## config.mk

```make
export PLATFORM = sky130hd
export DESIGN_NAME = fifo_timeout_queue
export DESIGN_NICKNAME = d
export VERILOG_FILES = /design/src/ftq_pkg.sv /design/src/ftq_ctrl.sv /design/src/ftq_datapath.sv /design/src/fifo_timeout_queue.sv
export SDC_FILE = /design/constraint.sdc
export NUM_CORES = 2
export LEC_CHECK = 0
export ABC_CLOCK_PERIOD_IN_PS = 20900
export BUFFER_PORTS_ARGS = -buffer_cell sky130_fd_sc_hd__buf_2
export CAP_MARGIN = 5
export CORE_MARGIN = 5
export CORE_UTILIZATION = 38
export DETAILED_ROUTE_END_ITERATION = 16
export GPL_TIMING_DRIVEN = 1
export PLACE_DENSITY = 0.55
export SYNTH_ARGS = -nofsm -noshare
export SYNTH_HDL_FRONTEND = slang
export SYNTH_HIERARCHICAL = 1
export SYNTH_SLANG_ARGS = --single-unit
```

## constraint.sdc

```tcl
create_clock -name clk -period 20.9 [get_ports clk]
set_input_delay 5.225 -clock clk [delete_from_list [all_inputs] [get_ports clk]]
set_output_delay 5.225 -clock clk [all_outputs]
set_load 0.05 [all_outputs]
```

## src/ftq_pkg.sv

```systemverilog
// ----------------------------------------------------------------------------
// ftq_pkg
// Shared types and constants for the timer queue: sizes, operation and
// status codes, controller states and the controller command word.
// ----------------------------------------------------------------------------
package ftq_pkg;

    localparam int QUEUE_DEPTH = 16;
    localparam int ID_WRAP     = 100000;

    localparam int TIME_W = 64;
    localparam int SEC_W  = 32;
    localparam int NSEC_W = 30;
    localparam int TAG_W  = 32;
    localparam int ID_W   = 17;
    localparam int CNT_W  = $clog2(QUEUE_DEPTH + 1);

    localparam logic [NSEC_W-1:0] NS_PER_SEC = NSEC_W'(1000000000);
    localparam logic [ID_W-1:0]   ID_LAST    = ID_W'(ID_WRAP - 1);
    localparam logic [ID_W-1:0]   ID_FIRST   = ID_W'(1 % ID_WRAP);

    typedef enum logic [1:0] {
        OP_SET    = 2'd0,
        OP_CHECK  = 2'd1,
        OP_QUERY  = 2'd2,
        OP_CANCEL = 2'd3
    } op_t;

    typedef enum logic [2:0] {
        ST_DONE      = 3'd0,
        ST_EXPIRED   = 3'd1,
        ST_IDLE      = 3'd2,
        ST_NOT_FOUND = 3'd3,
        ST_FULL      = 3'd4
    } status_t;

    typedef enum logic [1:0] {
        S_IDLE,
        S_CALC,
        S_EXEC
    } state_t;

    typedef struct packed {
        logic capture;
        logic calc;
        logic exec;
    } cmd_t;

endpackage

```

## src/ftq_ctrl.sv

```systemverilog
// ----------------------------------------------------------------------------
// ftq_ctrl
// Sequencer for one command: capture, precompute, execute.
// ----------------------------------------------------------------------------
module ftq_ctrl
(
    input  logic          clk,
    input  logic          rst_n,
    input  logic          start,
    output logic          busy,
    output ftq_pkg::cmd_t cmd
);

    ftq_pkg::state_t state_reg;
    ftq_pkg::state_t state_next;

    always_ff @(posedge clk or negedge rst_n)
    begin
        if (!rst_n)
        begin
            state_reg <= ftq_pkg::S_IDLE;
        end
        else
        begin
            state_reg <= state_next;
        end
    end

    always_comb
    begin
        state_next = state_reg;
        case (state_reg)
            ftq_pkg::S_IDLE:
            begin
                if (start)
                begin
                    state_next = ftq_pkg::S_CALC;
                end
            end
            ftq_pkg::S_CALC: state_next = ftq_pkg::S_EXEC;
            ftq_pkg::S_EXEC: state_next = ftq_pkg::S_IDLE;
            default:         state_next = ftq_pkg::S_IDLE;
        endcase
    end

    always_comb
    begin
        busy        = 1'b1;
        cmd.capture = 1'b0;
        cmd.calc    = 1'b0;
        cmd.exec    = 1'b0;
        case (state_reg)
            ftq_pkg::S_IDLE:
            begin
                busy        = 1'b0;
                cmd.capture = start;
            end
            ftq_pkg::S_CALC: cmd.calc = 1'b1;
            ftq_pkg::S_EXEC: cmd.exec = 1'b1;
            default:         busy     = 1'b1;
        endcase
    end

endmodule

```

## src/ftq_datapath.sv

```systemverilog
// ----------------------------------------------------------------------------
// ftq_datapath
// Timer slots kept compacted with the head in slot 0, id counter, deadline
// arithmetic, id match row and the registered result word.
// ----------------------------------------------------------------------------
module ftq_datapath
(
    input  logic                         clk,
    input  logic                         rst_n,
    input  ftq_pkg::cmd_t                cmd,
    input  logic [1:0]                   operation,
    input  logic [ftq_pkg::TIME_W-1:0]   now_ns,
    input  logic [ftq_pkg::SEC_W-1:0]    delay_sec,
    input  logic [ftq_pkg::NSEC_W-1:0]   delay_nsec,
    input  logic [ftq_pkg::TAG_W-1:0]    user_tag,
    input  logic [ftq_pkg::ID_W-1:0]     target_id,
    input  logic                         release_payload,
    output logic                         done,
    output logic [2:0]                   status,
    output logic [ftq_pkg::ID_W-1:0]     timer_id,
    output logic [ftq_pkg::TAG_W-1:0]    expired_tag,
    output logic [ftq_pkg::TIME_W-1:0]   remaining_ns,
    output logic                         payload_released
);

    localparam int DEPTH = ftq_pkg::QUEUE_DEPTH;

    // captured command word
    ftq_pkg::op_t                 op_reg;
    logic [ftq_pkg::TIME_W-1:0]   now_reg;
    logic [ftq_pkg::SEC_W-1:0]    sec_reg;
    logic [ftq_pkg::NSEC_W-1:0]   nsec_reg;
    logic [ftq_pkg::TAG_W-1:0]    tag_reg;
    logic [ftq_pkg::ID_W-1:0]     target_reg;
    logic                         release_reg;

    // precomputed terms
    logic [ftq_pkg::TIME_W-1:0]   prod_reg;
    logic [ftq_pkg::TIME_W-1:0]   base_reg;
    logic [ftq_pkg::TIME_W-1:0]   rem_reg;
    logic                         due_reg;
    logic [DEPTH-1:0]             match_reg;

    // queue state
    logic [ftq_pkg::TIME_W-1:0]   dl_reg  [DEPTH];
    logic [ftq_pkg::ID_W-1:0]     id_reg  [DEPTH];
    logic [ftq_pkg::TAG_W-1:0]    stag_reg[DEPTH];
    logic [ftq_pkg::CNT_W-1:0]    count_reg;
    logic [ftq_pkg::ID_W-1:0]     next_id_reg;

    // result word
    logic                         done_reg;
    ftq_pkg::status_t             status_reg;
    ftq_pkg::status_t             status_next;
    logic [ftq_pkg::ID_W-1:0]     id_out_reg;
    logic [ftq_pkg::ID_W-1:0]     id_out_next;
    logic [ftq_pkg::TAG_W-1:0]    tag_out_reg;
    logic [ftq_pkg::TAG_W-1:0]    tag_out_next;
    logic [ftq_pkg::TIME_W-1:0]   rem_out_reg;
    logic [ftq_pkg::TIME_W-1:0]   rem_out_next;
    logic                         rel_out_reg;
    logic                         rel_out_next;

    logic                         empty;
    logic                         full;
    logic                         found;
    logic                         seen;
    logic [DEPTH-1:0]             first_hot;
    logic [DEPTH-1:0]             after_hit;
    logic [DEPTH-1:0]             shift_mask;
    logic [ftq_pkg::ID_W-1:0]     hit_id;
    logic [ftq_pkg::TAG_W-1:0]    hit_tag;
    logic                         set_en;
    logic                         pop_en;
    logic                         cancel_en;
    logic                         shift_en;
    logic [ftq_pkg::TIME_W-1:0]   new_deadline;

    assign empty = (count_reg == '0);
    assign full  = (count_reg == ftq_pkg::CNT_W'(DEPTH));
    assign found = |match_reg;

    // capture
    always_ff @(posedge clk)
    begin
        if (cmd.capture)
        begin
            op_reg      <= ftq_pkg::op_t'(operation);
            now_reg     <= now_ns;
            sec_reg     <= delay_sec;
            nsec_reg    <= delay_nsec;
            tag_reg     <= user_tag;
            target_reg  <= target_id;
            release_reg <= release_payload;
        end
    end

    // precompute: seconds scaling, head compare, id match row
    always_ff @(posedge clk)
    begin
        if (cmd.calc)
        begin
            prod_reg <= ftq_pkg::TIME_W'(sec_reg) * ftq_pkg::TIME_W'(ftq_pkg::NS_PER_SEC);
            base_reg <= now_reg + ftq_pkg::TIME_W'(nsec_reg);
            due_reg  <= (dl_reg[0] <= now_reg);
            rem_reg  <= (dl_reg[0] > now_reg) ? (dl_reg[0] - now_reg) : '0;
        end
    end

    // first match from the head wins; entries at and above it move down
    always_comb
    begin
        seen    = 1'b0;
        hit_id  = '0;
        hit_tag = '0;
        for (int i = 0; i < DEPTH; i++)
        begin
            first_hot[i] = match_reg[i] & ~seen;
            seen         = seen | match_reg[i];
            after_hit[i] = seen;
            if (first_hot[i])
            begin
                hit_id  = hit_id | id_reg[i];
                hit_tag = hit_tag | stag_reg[i];
            end
        end
    end

    assign new_deadline = base_reg + prod_reg;
    assign set_en    = cmd.exec && (op_reg == ftq_pkg::OP_SET) && !full;
    assign pop_en    = cmd.exec && (op_reg == ftq_pkg::OP_CHECK) && !empty && due_reg;
    assign cancel_en = cmd.exec && (op_reg == ftq_pkg::OP_CANCEL) && found;
    assign shift_en  = pop_en || cancel_en;
    assign shift_mask = pop_en ? {DEPTH{1'b1}} : after_hit;

    genvar gi;
    generate
        for (gi = 0; gi < DEPTH; gi++)
        begin : g_slot
            always_ff @(posedge clk)
            begin
                if (cmd.calc)
                begin
                    match_reg[gi] <= (ftq_pkg::CNT_W'(gi) < count_reg)
                                     && (id_reg[gi] == target_reg);
                end
            end

            if (gi < DEPTH - 1)
            begin : g_move
                always_ff @(posedge clk)
                begin
                    if (shift_en && shift_mask[gi])
                    begin
                        dl_reg[gi]   <= dl_reg[gi+1];
                        id_reg[gi]   <= id_reg[gi+1];
                        stag_reg[gi] <= stag_reg[gi+1];
                    end
                    else if (set_en && (count_reg == ftq_pkg::CNT_W'(gi)))
                    begin
                        dl_reg[gi]   <= new_deadline;
                        id_reg[gi]   <= next_id_reg;
                        stag_reg[gi] <= tag_reg;
                    end
                end
            end
            else
            begin : g_tail
                always_ff @(posedge clk)
                begin
                    if (set_en && (count_reg == ftq_pkg::CNT_W'(gi)))
                    begin
                        dl_reg[gi]   <= new_deadline;
                        id_reg[gi]   <= next_id_reg;
                        stag_reg[gi] <= tag_reg;
                    end
                end
            end
        end
    endgenerate

    // occupancy and id counter
    always_ff @(posedge clk or negedge rst_n)
    begin
        if (!rst_n)
        begin
            count_reg   <= '0;
            next_id_reg <= ftq_pkg::ID_FIRST;
        end
        else
        begin
            if (set_en)
            begin
                count_reg   <= count_reg + 1'b1;
                next_id_reg <= (next_id_reg == ftq_pkg::ID_LAST) ? '0 : next_id_reg + 1'b1;
            end
            else if (shift_en)
            begin
                count_reg <= count_reg - 1'b1;
            end
        end
    end

    // result word
    always_comb
    begin
        status_next  = ftq_pkg::ST_DONE;
        id_out_next  = '0;
        tag_out_next = '0;
        rem_out_next = '0;
        rel_out_next = 1'b0;
        case (op_reg)
            ftq_pkg::OP_SET:
            begin
                if (full)
                begin
                    status_next = ftq_pkg::ST_FULL;
                end
                else
                begin
                    id_out_next = next_id_reg;
                end
            end
            ftq_pkg::OP_CHECK:
            begin
                if (empty || !due_reg)
                begin
                    status_next = ftq_pkg::ST_IDLE;
                end
                else
                begin
                    status_next  = ftq_pkg::ST_EXPIRED;
                    id_out_next  = id_reg[0];
                    tag_out_next = stag_reg[0];
                end
            end
            ftq_pkg::OP_QUERY:
            begin
                if (empty)
                begin
                    status_next = ftq_pkg::ST_IDLE;
                end
                else
                begin
                    rem_out_next = rem_reg;
                end
            end
            ftq_pkg::OP_CANCEL:
            begin
                if (found)
                begin
                    id_out_next  = hit_id;
                    tag_out_next = hit_tag;
                    rel_out_next = release_reg;
                end
                else
                begin
                    status_next = ftq_pkg::ST_NOT_FOUND;
                end
            end
            default: status_next = ftq_pkg::ST_NOT_FOUND;
        endcase
    end

    always_ff @(posedge clk or negedge rst_n)
    begin
        if (!rst_n)
        begin
            done_reg <= 1'b0;
        end
        else
        begin
            done_reg <= cmd.exec;
        end
    end

    always_ff @(posedge clk)
    begin
        if (cmd.exec)
        begin
            status_reg  <= status_next;
            id_out_reg  <= id_out_next;
            tag_out_reg <= tag_out_next;
            rem_out_reg <= rem_out_next;
            rel_out_reg <= rel_out_next;
        end
    end

    assign done             = done_reg;
    assign status           = status_reg;
    assign timer_id         = id_out_reg;
    assign expired_tag      = tag_out_reg;
    assign remaining_ns     = rem_out_reg;
    assign payload_released = rel_out_reg;

endmodule

```

## src/fifo_timeout_queue.sv

```systemverilog
// ----------------------------------------------------------------------------
// fifo_timeout_queue
// Insertion-ordered timer queue with set, head expiry check, remaining-time
// query and cancel by id.
// ----------------------------------------------------------------------------
// Usage:
//   Drive operation and its operand ports with start high; the word is taken
//   at a clock edge where start is high and busy is low. busy then stays high
//   while the command runs through the precompute and execute states.
//   Each command gives exactly one result word, shown on status, timer_id,
//   expired_tag, remaining_ns and payload_released for one cycle with done
//   high. done rises once the command has passed the precompute and execute
//   states and the result register; busy is already low in that cycle, so a
//   new command may be taken then. No new command is taken before the last
//   has run the capture, precompute, execute sequence (the seconds multiply
//   and the id match row are registered before the queue update).
//   The receiver has no stall: the result word must be taken while done is
//   high.
//   Reset empties the queue and sets the next id to 1; slot contents are
//   left as they are and never read until written.
//   Fields that carry no meaning for a given result are zero.
// ----------------------------------------------------------------------------
module fifo_timeout_queue
(
    input  logic                         clk,
    input  logic                         rst_n,
    input  logic                         start,
    output logic                         busy,
    input  logic [1:0]                   operation,
    input  logic [ftq_pkg::TIME_W-1:0]   now_ns,
    input  logic [ftq_pkg::SEC_W-1:0]    delay_sec,
    input  logic [ftq_pkg::NSEC_W-1:0]   delay_nsec,
    input  logic [ftq_pkg::TAG_W-1:0]    user_tag,
    input  logic [ftq_pkg::ID_W-1:0]     target_id,
    input  logic                         release_payload,
    output logic                         done,
    output logic [2:0]                   status,
    output logic [ftq_pkg::ID_W-1:0]     timer_id,
    output logic [ftq_pkg::TAG_W-1:0]    expired_tag,
    output logic [ftq_pkg::TIME_W-1:0]   remaining_ns,
    output logic                         payload_released
);

    // command word from the sequencer to the datapath
    ftq_pkg::cmd_t cmd;

    ftq_ctrl u_ctrl
    (
        .clk   (clk),
        .rst_n (rst_n),
        .start (start),
        .busy  (busy),
        .cmd   (cmd)
    );

    // queue slots, deadline math and result register
    ftq_datapath u_datapath
    (
        .clk              (clk),
        .rst_n            (rst_n),
        .cmd              (cmd),
        .operation        (operation),
        .now_ns           (now_ns),
        .delay_sec        (delay_sec),
        .delay_nsec       (delay_nsec),
        .user_tag         (user_tag),
        .target_id        (target_id),
        .release_payload  (release_payload),
        .done             (done),
        .status           (status),
        .timer_id         (timer_id),
        .expired_tag      (expired_tag),
        .remaining_ns     (remaining_ns),
        .payload_released (payload_released)
    );

endmodule
```

Yosys cells after proc, flatten, opt, wreduce, memory -nomap -nowiden. Memory sizes are Yosys's and may differ from the RTL's. Index checks and enable logic that the tools add are counted.

Input bits: 181. RAM bits: 1808. Bits in registers: 518. Word-level logic and storage cells: 477. Memories: 3. Output and inout port bits: 119.

Memory list: u_datapath.dl_reg (words 16, bits a word 64, read ports 16, clocked after Yosys merged registers in 0, wr ports 15, line ftq_datapath.sv:45) `logic [ftq_pkg::TIME_W-1:0] dl_reg [DEPTH];`; u_datapath.stag_reg (words 16, bits a word 32, read ports 16, clocked after Yosys merged registers in 0, wr ports 15, line ftq_datapath.sv:47) `logic [ftq_pkg::TAG_W-1:0] stag_reg[DEPTH];`; u_datapath.id_reg (words 16, bits a word 17, read ports 16, clocked after Yosys merged registers in 0, wr ports 15, line ftq_datapath.sv:46) `logic [ftq_pkg::ID_W-1:0] id_reg [DEPTH];`.

$add $sub $neg: 6. Reductions and logical operators: 69. Multipliers: 1. Mux-type cells: 185. Equal/unequal tests: 39. $lt $le $gt $ge: 18. Bitwise logic cells: 120.

Operators by type and width (count): $mux 32 (34); $mux 64 (16); $mux 17 (36); $or 32x32->32 (15); $eq 17x17->1 (16); $or 17x17->17 (15); $mux 1 (84); $add 64x30->64 (1); $add 64x62->64 (1); $gt 64x64->1 (1); $le 64x64->1 (1); $pmux 32 s2 (1); $reduce_or 64->1 (1); $sub 64x64->64 (1); $or 1x1->1 (59); $logic_and 1x1->1 (54); $mul 32x21->53 const B (1); $pmux 17 s3 (1); $eq 5x4->1 const B (8); $lt 4x5->1 const A (8); $reduce_or 32->1 (1); $eq 5x3->1 const B (4); $lt 3x5->1 const A (4); $add 17x1->17 const B (1); 29 further kinds (74).

Longest topological paths before layout. An unclocked memory read counts as a cell.

Word-level depth: 34. Mapped depth: 25.

Hierarchy. The synthesis kept the hierarchy.

By module, submodules not included: ftq_datapath (times used 1, area each 121435.2 µm², sequential area each 69673.1 µm², cells each 9779); ftq_ctrl (times used 1, area each 97.6 µm², sequential area each 50.0 µm², cells each 9).

Worst setup path after synthesis. No wires, ideal clock.

Kind: input-to-reg. Start: in start. End: reg u_datapath/now_reg[0] (netlist bit), enable pin. Arrival time: 17912 ps. Slack: 2019 ps. Required time: 19931 ps. Stages on the path: 1. Cell sequence: nor3b_1.

Word-level cells in the longest chain between the ends: 1.

Ends and longest elaborated chain: from (decl) (line fifo_timeout_queue.sv:27) `input logic start,`; $mux 1 (line ftq_ctrl.sv:52) `case (state_reg)`; to (signal assigned) (line ftq_datapath.sv:89) `now_reg <= now_ns;`; to (decl) (line ftq_datapath.sv:30) `logic [ftq_pkg::TIME_W-1:0] now_reg;`.

Every way passes these cells. A chain may end at the register's enable or synchronous reset.

Worst setup path in the final report.
Start: reg u_datapath/sec_reg[3] (netlist bit). End: reg u_datapath/prod_reg[61] (netlist bit), data pin.

Word-level cells in the longest chain between the ends: 1.

Ends and longest elaborated chain: from (decl) (line ftq_datapath.sv:31) `logic [ftq_pkg::SEC_W-1:0] sec_reg;`; from (signal assigned) (line ftq_datapath.sv:90) `sec_reg <= delay_sec;`; $mul 32x21->53 (line ftq_datapath.sv:103) `prod_reg <= ftq_pkg::TIME_W'(sec_reg) * ftq_pkg::TIME_W'(ftq_pkg::NS_PER_SEC);`; to (signal assigned) (line ftq_datapath.sv:103); to (decl) (line ftq_datapath.sv:38) `logic [ftq_pkg::TIME_W-1:0] prod_reg;`.

Every way passes these cells.

==> impl_metrics.tcl <==
set metrics [dict create \
    status "finished, final reports clean" \
    syn_to_final_growth_pct 12.08 \
    finalSetupViolCount 0 \
    netlist_area_mm2 0.1215 \
    place_inst 13796 \
    fin_skew_ps 100.6 \
    postCtsSetupBuffers 0 \
    finalCritPeriodShare 0.3769 \
    clockBufferDepth 4 \
    cap_violations 0 \
    nNetsFinal 10804 \
    grt_pass1_wl_um 555500 \
    required_ps 21580 \
    worstMarginPinSlew_ps 1333 \
    wire_per_inst_um 26.49 \
    cts_sinks 2326 \
    grtUsageTotal 0.2219 \
    switching_share 0.4068 \
    cp_common_cell "fa_1" \
    start_util 0.3818 \
    clock_latency_ps 910 \
    crit_chain "inv_1 -> fa_1 -> fa_1 -> fa_1 -> inv_1 -> fa_1 -> inv_1 -> fa_1 -> inv_1 -> fa_1 -> fa_1 -> ha_1 -> nand4_1 -> or2_2 -> a2111oi_0 -> nor3_1 -> o21ai_0 -> nand2_1 -> o31ai_1 -> o41ai_1 -> a31oi_1" \
    synth_area_per_cell_um2 12.42 \
    cts.repair.resized 0 \
    leakagePower_nw 51.80 \
    hp-class "flop to flop" \
    fin_tns_setup_ps 0 \
    row_count 207 \
    drt_iter0_drc 7525 \
    grt_pass1_vias 80328 \
    seqPwrFrac 0.295 \
    portBuffers 299 \
    peakVddDrop_mv 0.4336 \
    async_flop_share 0.01075 \
    relSlewSlack 0.1091 \
    ant_nets 0 \
    gr-total-overflow 0 \
    cts_buffers 271 \
    crit_path_end_kind "flop" \
    finalNonFillerCells 14277 \
    period_needed_ps 7876 \
    cp_max_fo 7 \
    synthFlopType "edfxtp_1" \
    ys_seq_area_frac 0.5737 \
    ioPinCount 300 \
    via_per_inst 5.600 \
    drv_slew 0 \
    tritoncts "yes" \
    core_mm2 0.3183 \
    route.detailed.drc 0 \
    dieHeight_um 575.5 \
    yosys_warnings 6 \
    largest_reg_flops 1024 \
    ctsRootBufferMaster "clkbuf_16" \
    clkPwrFrac 0.219 \
    cp.arrival_ps 8550 \
    start_kind "flop" \
    holdBufCountCts 0 \
    htreeDepth 5 \
    pwr_density_cell_mw_per_mm2 153.7 \
    critPathSlowestCell "a2111oi_0" \
    globalplace.congestion 0.9266 \
    ys_seq_elements 2326 \
    grt_antenna_before_repair 6 \
    die_w_um 575.5 \
    drt_wl_total_um 378300 \
    clkTransAtPathRegs_ps 70 \
    timing.fmax_ghz 0.1270 \
    dr.pass1.iters 8 \
    syn_nets 10702 \
    net-switching-power_w 0.008518 \
    synth_cell_type_count 78 \
    hold_violations 0 \
    dieArea_mm2 0.3312 \
    slowest_delay_ps 1010 \
    drive_gt1_frac 0.1792 \
    vias 79955 \
    synthCells 9788 \
    grt_setup_unrepaired "false" \
    hpwl_um 249600 \
    grt_max_degree 133 \
    synth-edff-count 2301 \
    crit_type "flop to flop" \
    p_comb_frac 0.486 \
    p_int_w 0.01242 \
]
[metal layers]
metal | part of all wire | vias up | GRT usage
li1 | - | 35767 | -
met1 | 0.43 | 40770 | 0.3010
met2 | 0.48 | 2810 | 0.3719
met3 | 0.057 | 608 | 0.02778
met4 | 0.034 | 0 | 0.06946
met5 | 0 | - | 0
[power groups by stage]
stage	clock (W)	sequential [W]	combinational (W)
2_1_floorplan	0	0.00629	0.00721
3_3_place_gp	0	0.00626	0.0101
4_1_cts	0.00471	0.00617	0.0102
3_5_place_dp	0	0.00627	0.0102
6_report	0.00458	0.00617	0.0102
5_1_grt	0.00489	0.00620	0.0114
[cells in the final DEF (no fill, tap or decap), types with 24 or more instances in the layout]
master     instances
fa_1             315
dfrtp_1           24
nor2_1           271
xnor2_1          280
nor3_1            57
clkbuf_1          53
mux2_2           870
nand4_1           78
inv_1            718
a21oi_1          327
xor2_1           200
clkinv_2          47
clkbuf_16        276
a31oi_1           43
a21o_1           133
o21a_1            25
nor4_1            62
a222oi_1          49
edfxtp_1        2301
buf_2            299
and3_1            88
nand2_1         1090
buf_4            158
clkinv_1          50
a22oi_1          197
a221oi_1          60
o21bai_1          37
o21ai_0          976
a22o_1            33
nand3_1          156
ha_1             418
[through the flow]
stage | area, um2 | hold slack (ps) | worst slack, ps | util | power (W)
2_1_floorplan | 121500 | 423.1 | 2019 | - | 0.01350
3_3_place_gp | 127800 | 498.4 | 13120 | 0.4014 | 0.01639
3_5_place_dp | 127800 | 506.6 | 13080 | 0.4014 | 0.01642
4_1_cts | 136200 | 428.9 | 13070 | 0.4279 | 0.02111
5_1_grt | 136200 | 478.5 | 12600 | 0.4279 | 0.02251
6_report | 136200 | 439.3 | 13020 | 0.4279 | 0.02094
[cells in the mapped netlist, types with 11 or more instances]
library cell | number | area (um2)
edfxtp_1 | 2301 | 69100
nand2_1 | 1101 | 4133
o21ai_0 | 992 | 4965
mux2_2 | 870 | 9797
inv_1 | 718 | 2695
clkbuf_1 | 542 | 2034
ha_1 | 418 | 5230
a21oi_1 | 329 | 1647
fa_1 | 315 | 6306
xnor2_1 | 296 | 2592
nor2_1 | 276 | 1036
xor2_1 | 205 | 1795
a22oi_1 | 197 | 1479
nand3_1 | 160 | 800.8
a21o_1 | 133 | 998.5
and3_1 | 90 | 563.0
buf_1 | 80 | 300.3
nand4_1 | 78 | 488.0
nor4_1 | 64 | 400.4
a221oi_1 | 60 | 525.5
nor3_1 | 58 | 290.3
a222oi_1 | 49 | 490.5
a31oi_1 | 43 | 269.0
o21bai_1 | 37 | 277.8
a22o_1 | 33 | 289.0
nor2b_1 | 27 | 168.9
o21a_1 | 25 | 187.7
dfrtp_1 | 24 | 600.6
nand2b_1 | 23 | 143.9
a221o_1 | 21 | 210.2
a211oi_1 | 18 | 135.1
and2_1 | 17 | 106.4
o21ai_1 | 16 | 80.08
o31ai_1 | 15 | 112.6
or2_2 | 12 | 75.07
a211o_1 | 11 | 96.34
buf_2 | 11 | 55.05
o2111ai_1 | 11 | 96.34
[layout make-up]
type	instances	area (um2)
antenna	5	12.51
clock buffer	331	7133
clock inverter	144	1275
fill	29570	182100
inverter	718	2695
multi-input combinational	6109	47340
sequential	2326	69720
tap	4180	5230
timing repair buffer	464	2808
[path summary, 6_finish.rpt]
check | cells after the start | slack (ps) | startpoint | end
setup / recovery | 21 | 13020 | u_datapath/sec_reg[3] | u_datapath/prod_reg[61]
hold / removal | 2 | 440 | u_datapath/dl_reg[1][407] | u_datapath/dl_reg[1][343]
max in group asynchronous | 1 | 15990 | rst_n | u_datapath/count_reg[2]
setup reg to reg | 21 | 13020 | u_datapath/sec_reg[3] | u_datapath/prod_reg[61]
hold reg to reg | 2 | 440 | u_datapath/dl_reg[1][407] | u_datapath/dl_reg[1][343]
min in group asynchronous | 1 | 4410 | rst_n | u_datapath/next_id_reg[4]
[cells by family (layout without fill, tap and decap cells)]
logic type,after synthesis,count (layout),synth area share
compound gates,2047,2047,0.1017
buf+inv,1353,1657,0.04199
simple gates,1958,1958,0.07101
flops,2326,2326,0.5737
xor+xnor,501,501,0.03611
other cells,0,5,0
fa+ha+maj,733,733,0.09492
mux,870,870,0.08061
[worst max-delay path: cells and delay by family (launching register included)]
kind | cells | cell delay (ps)
compound gates | 5 | 1990
fa+ha+maj | 8 | 3840
buf+inv | 4 | 380
flops | 1 | 640
simple gates | 4 | 860
Power figures use the tool's default switching activity.
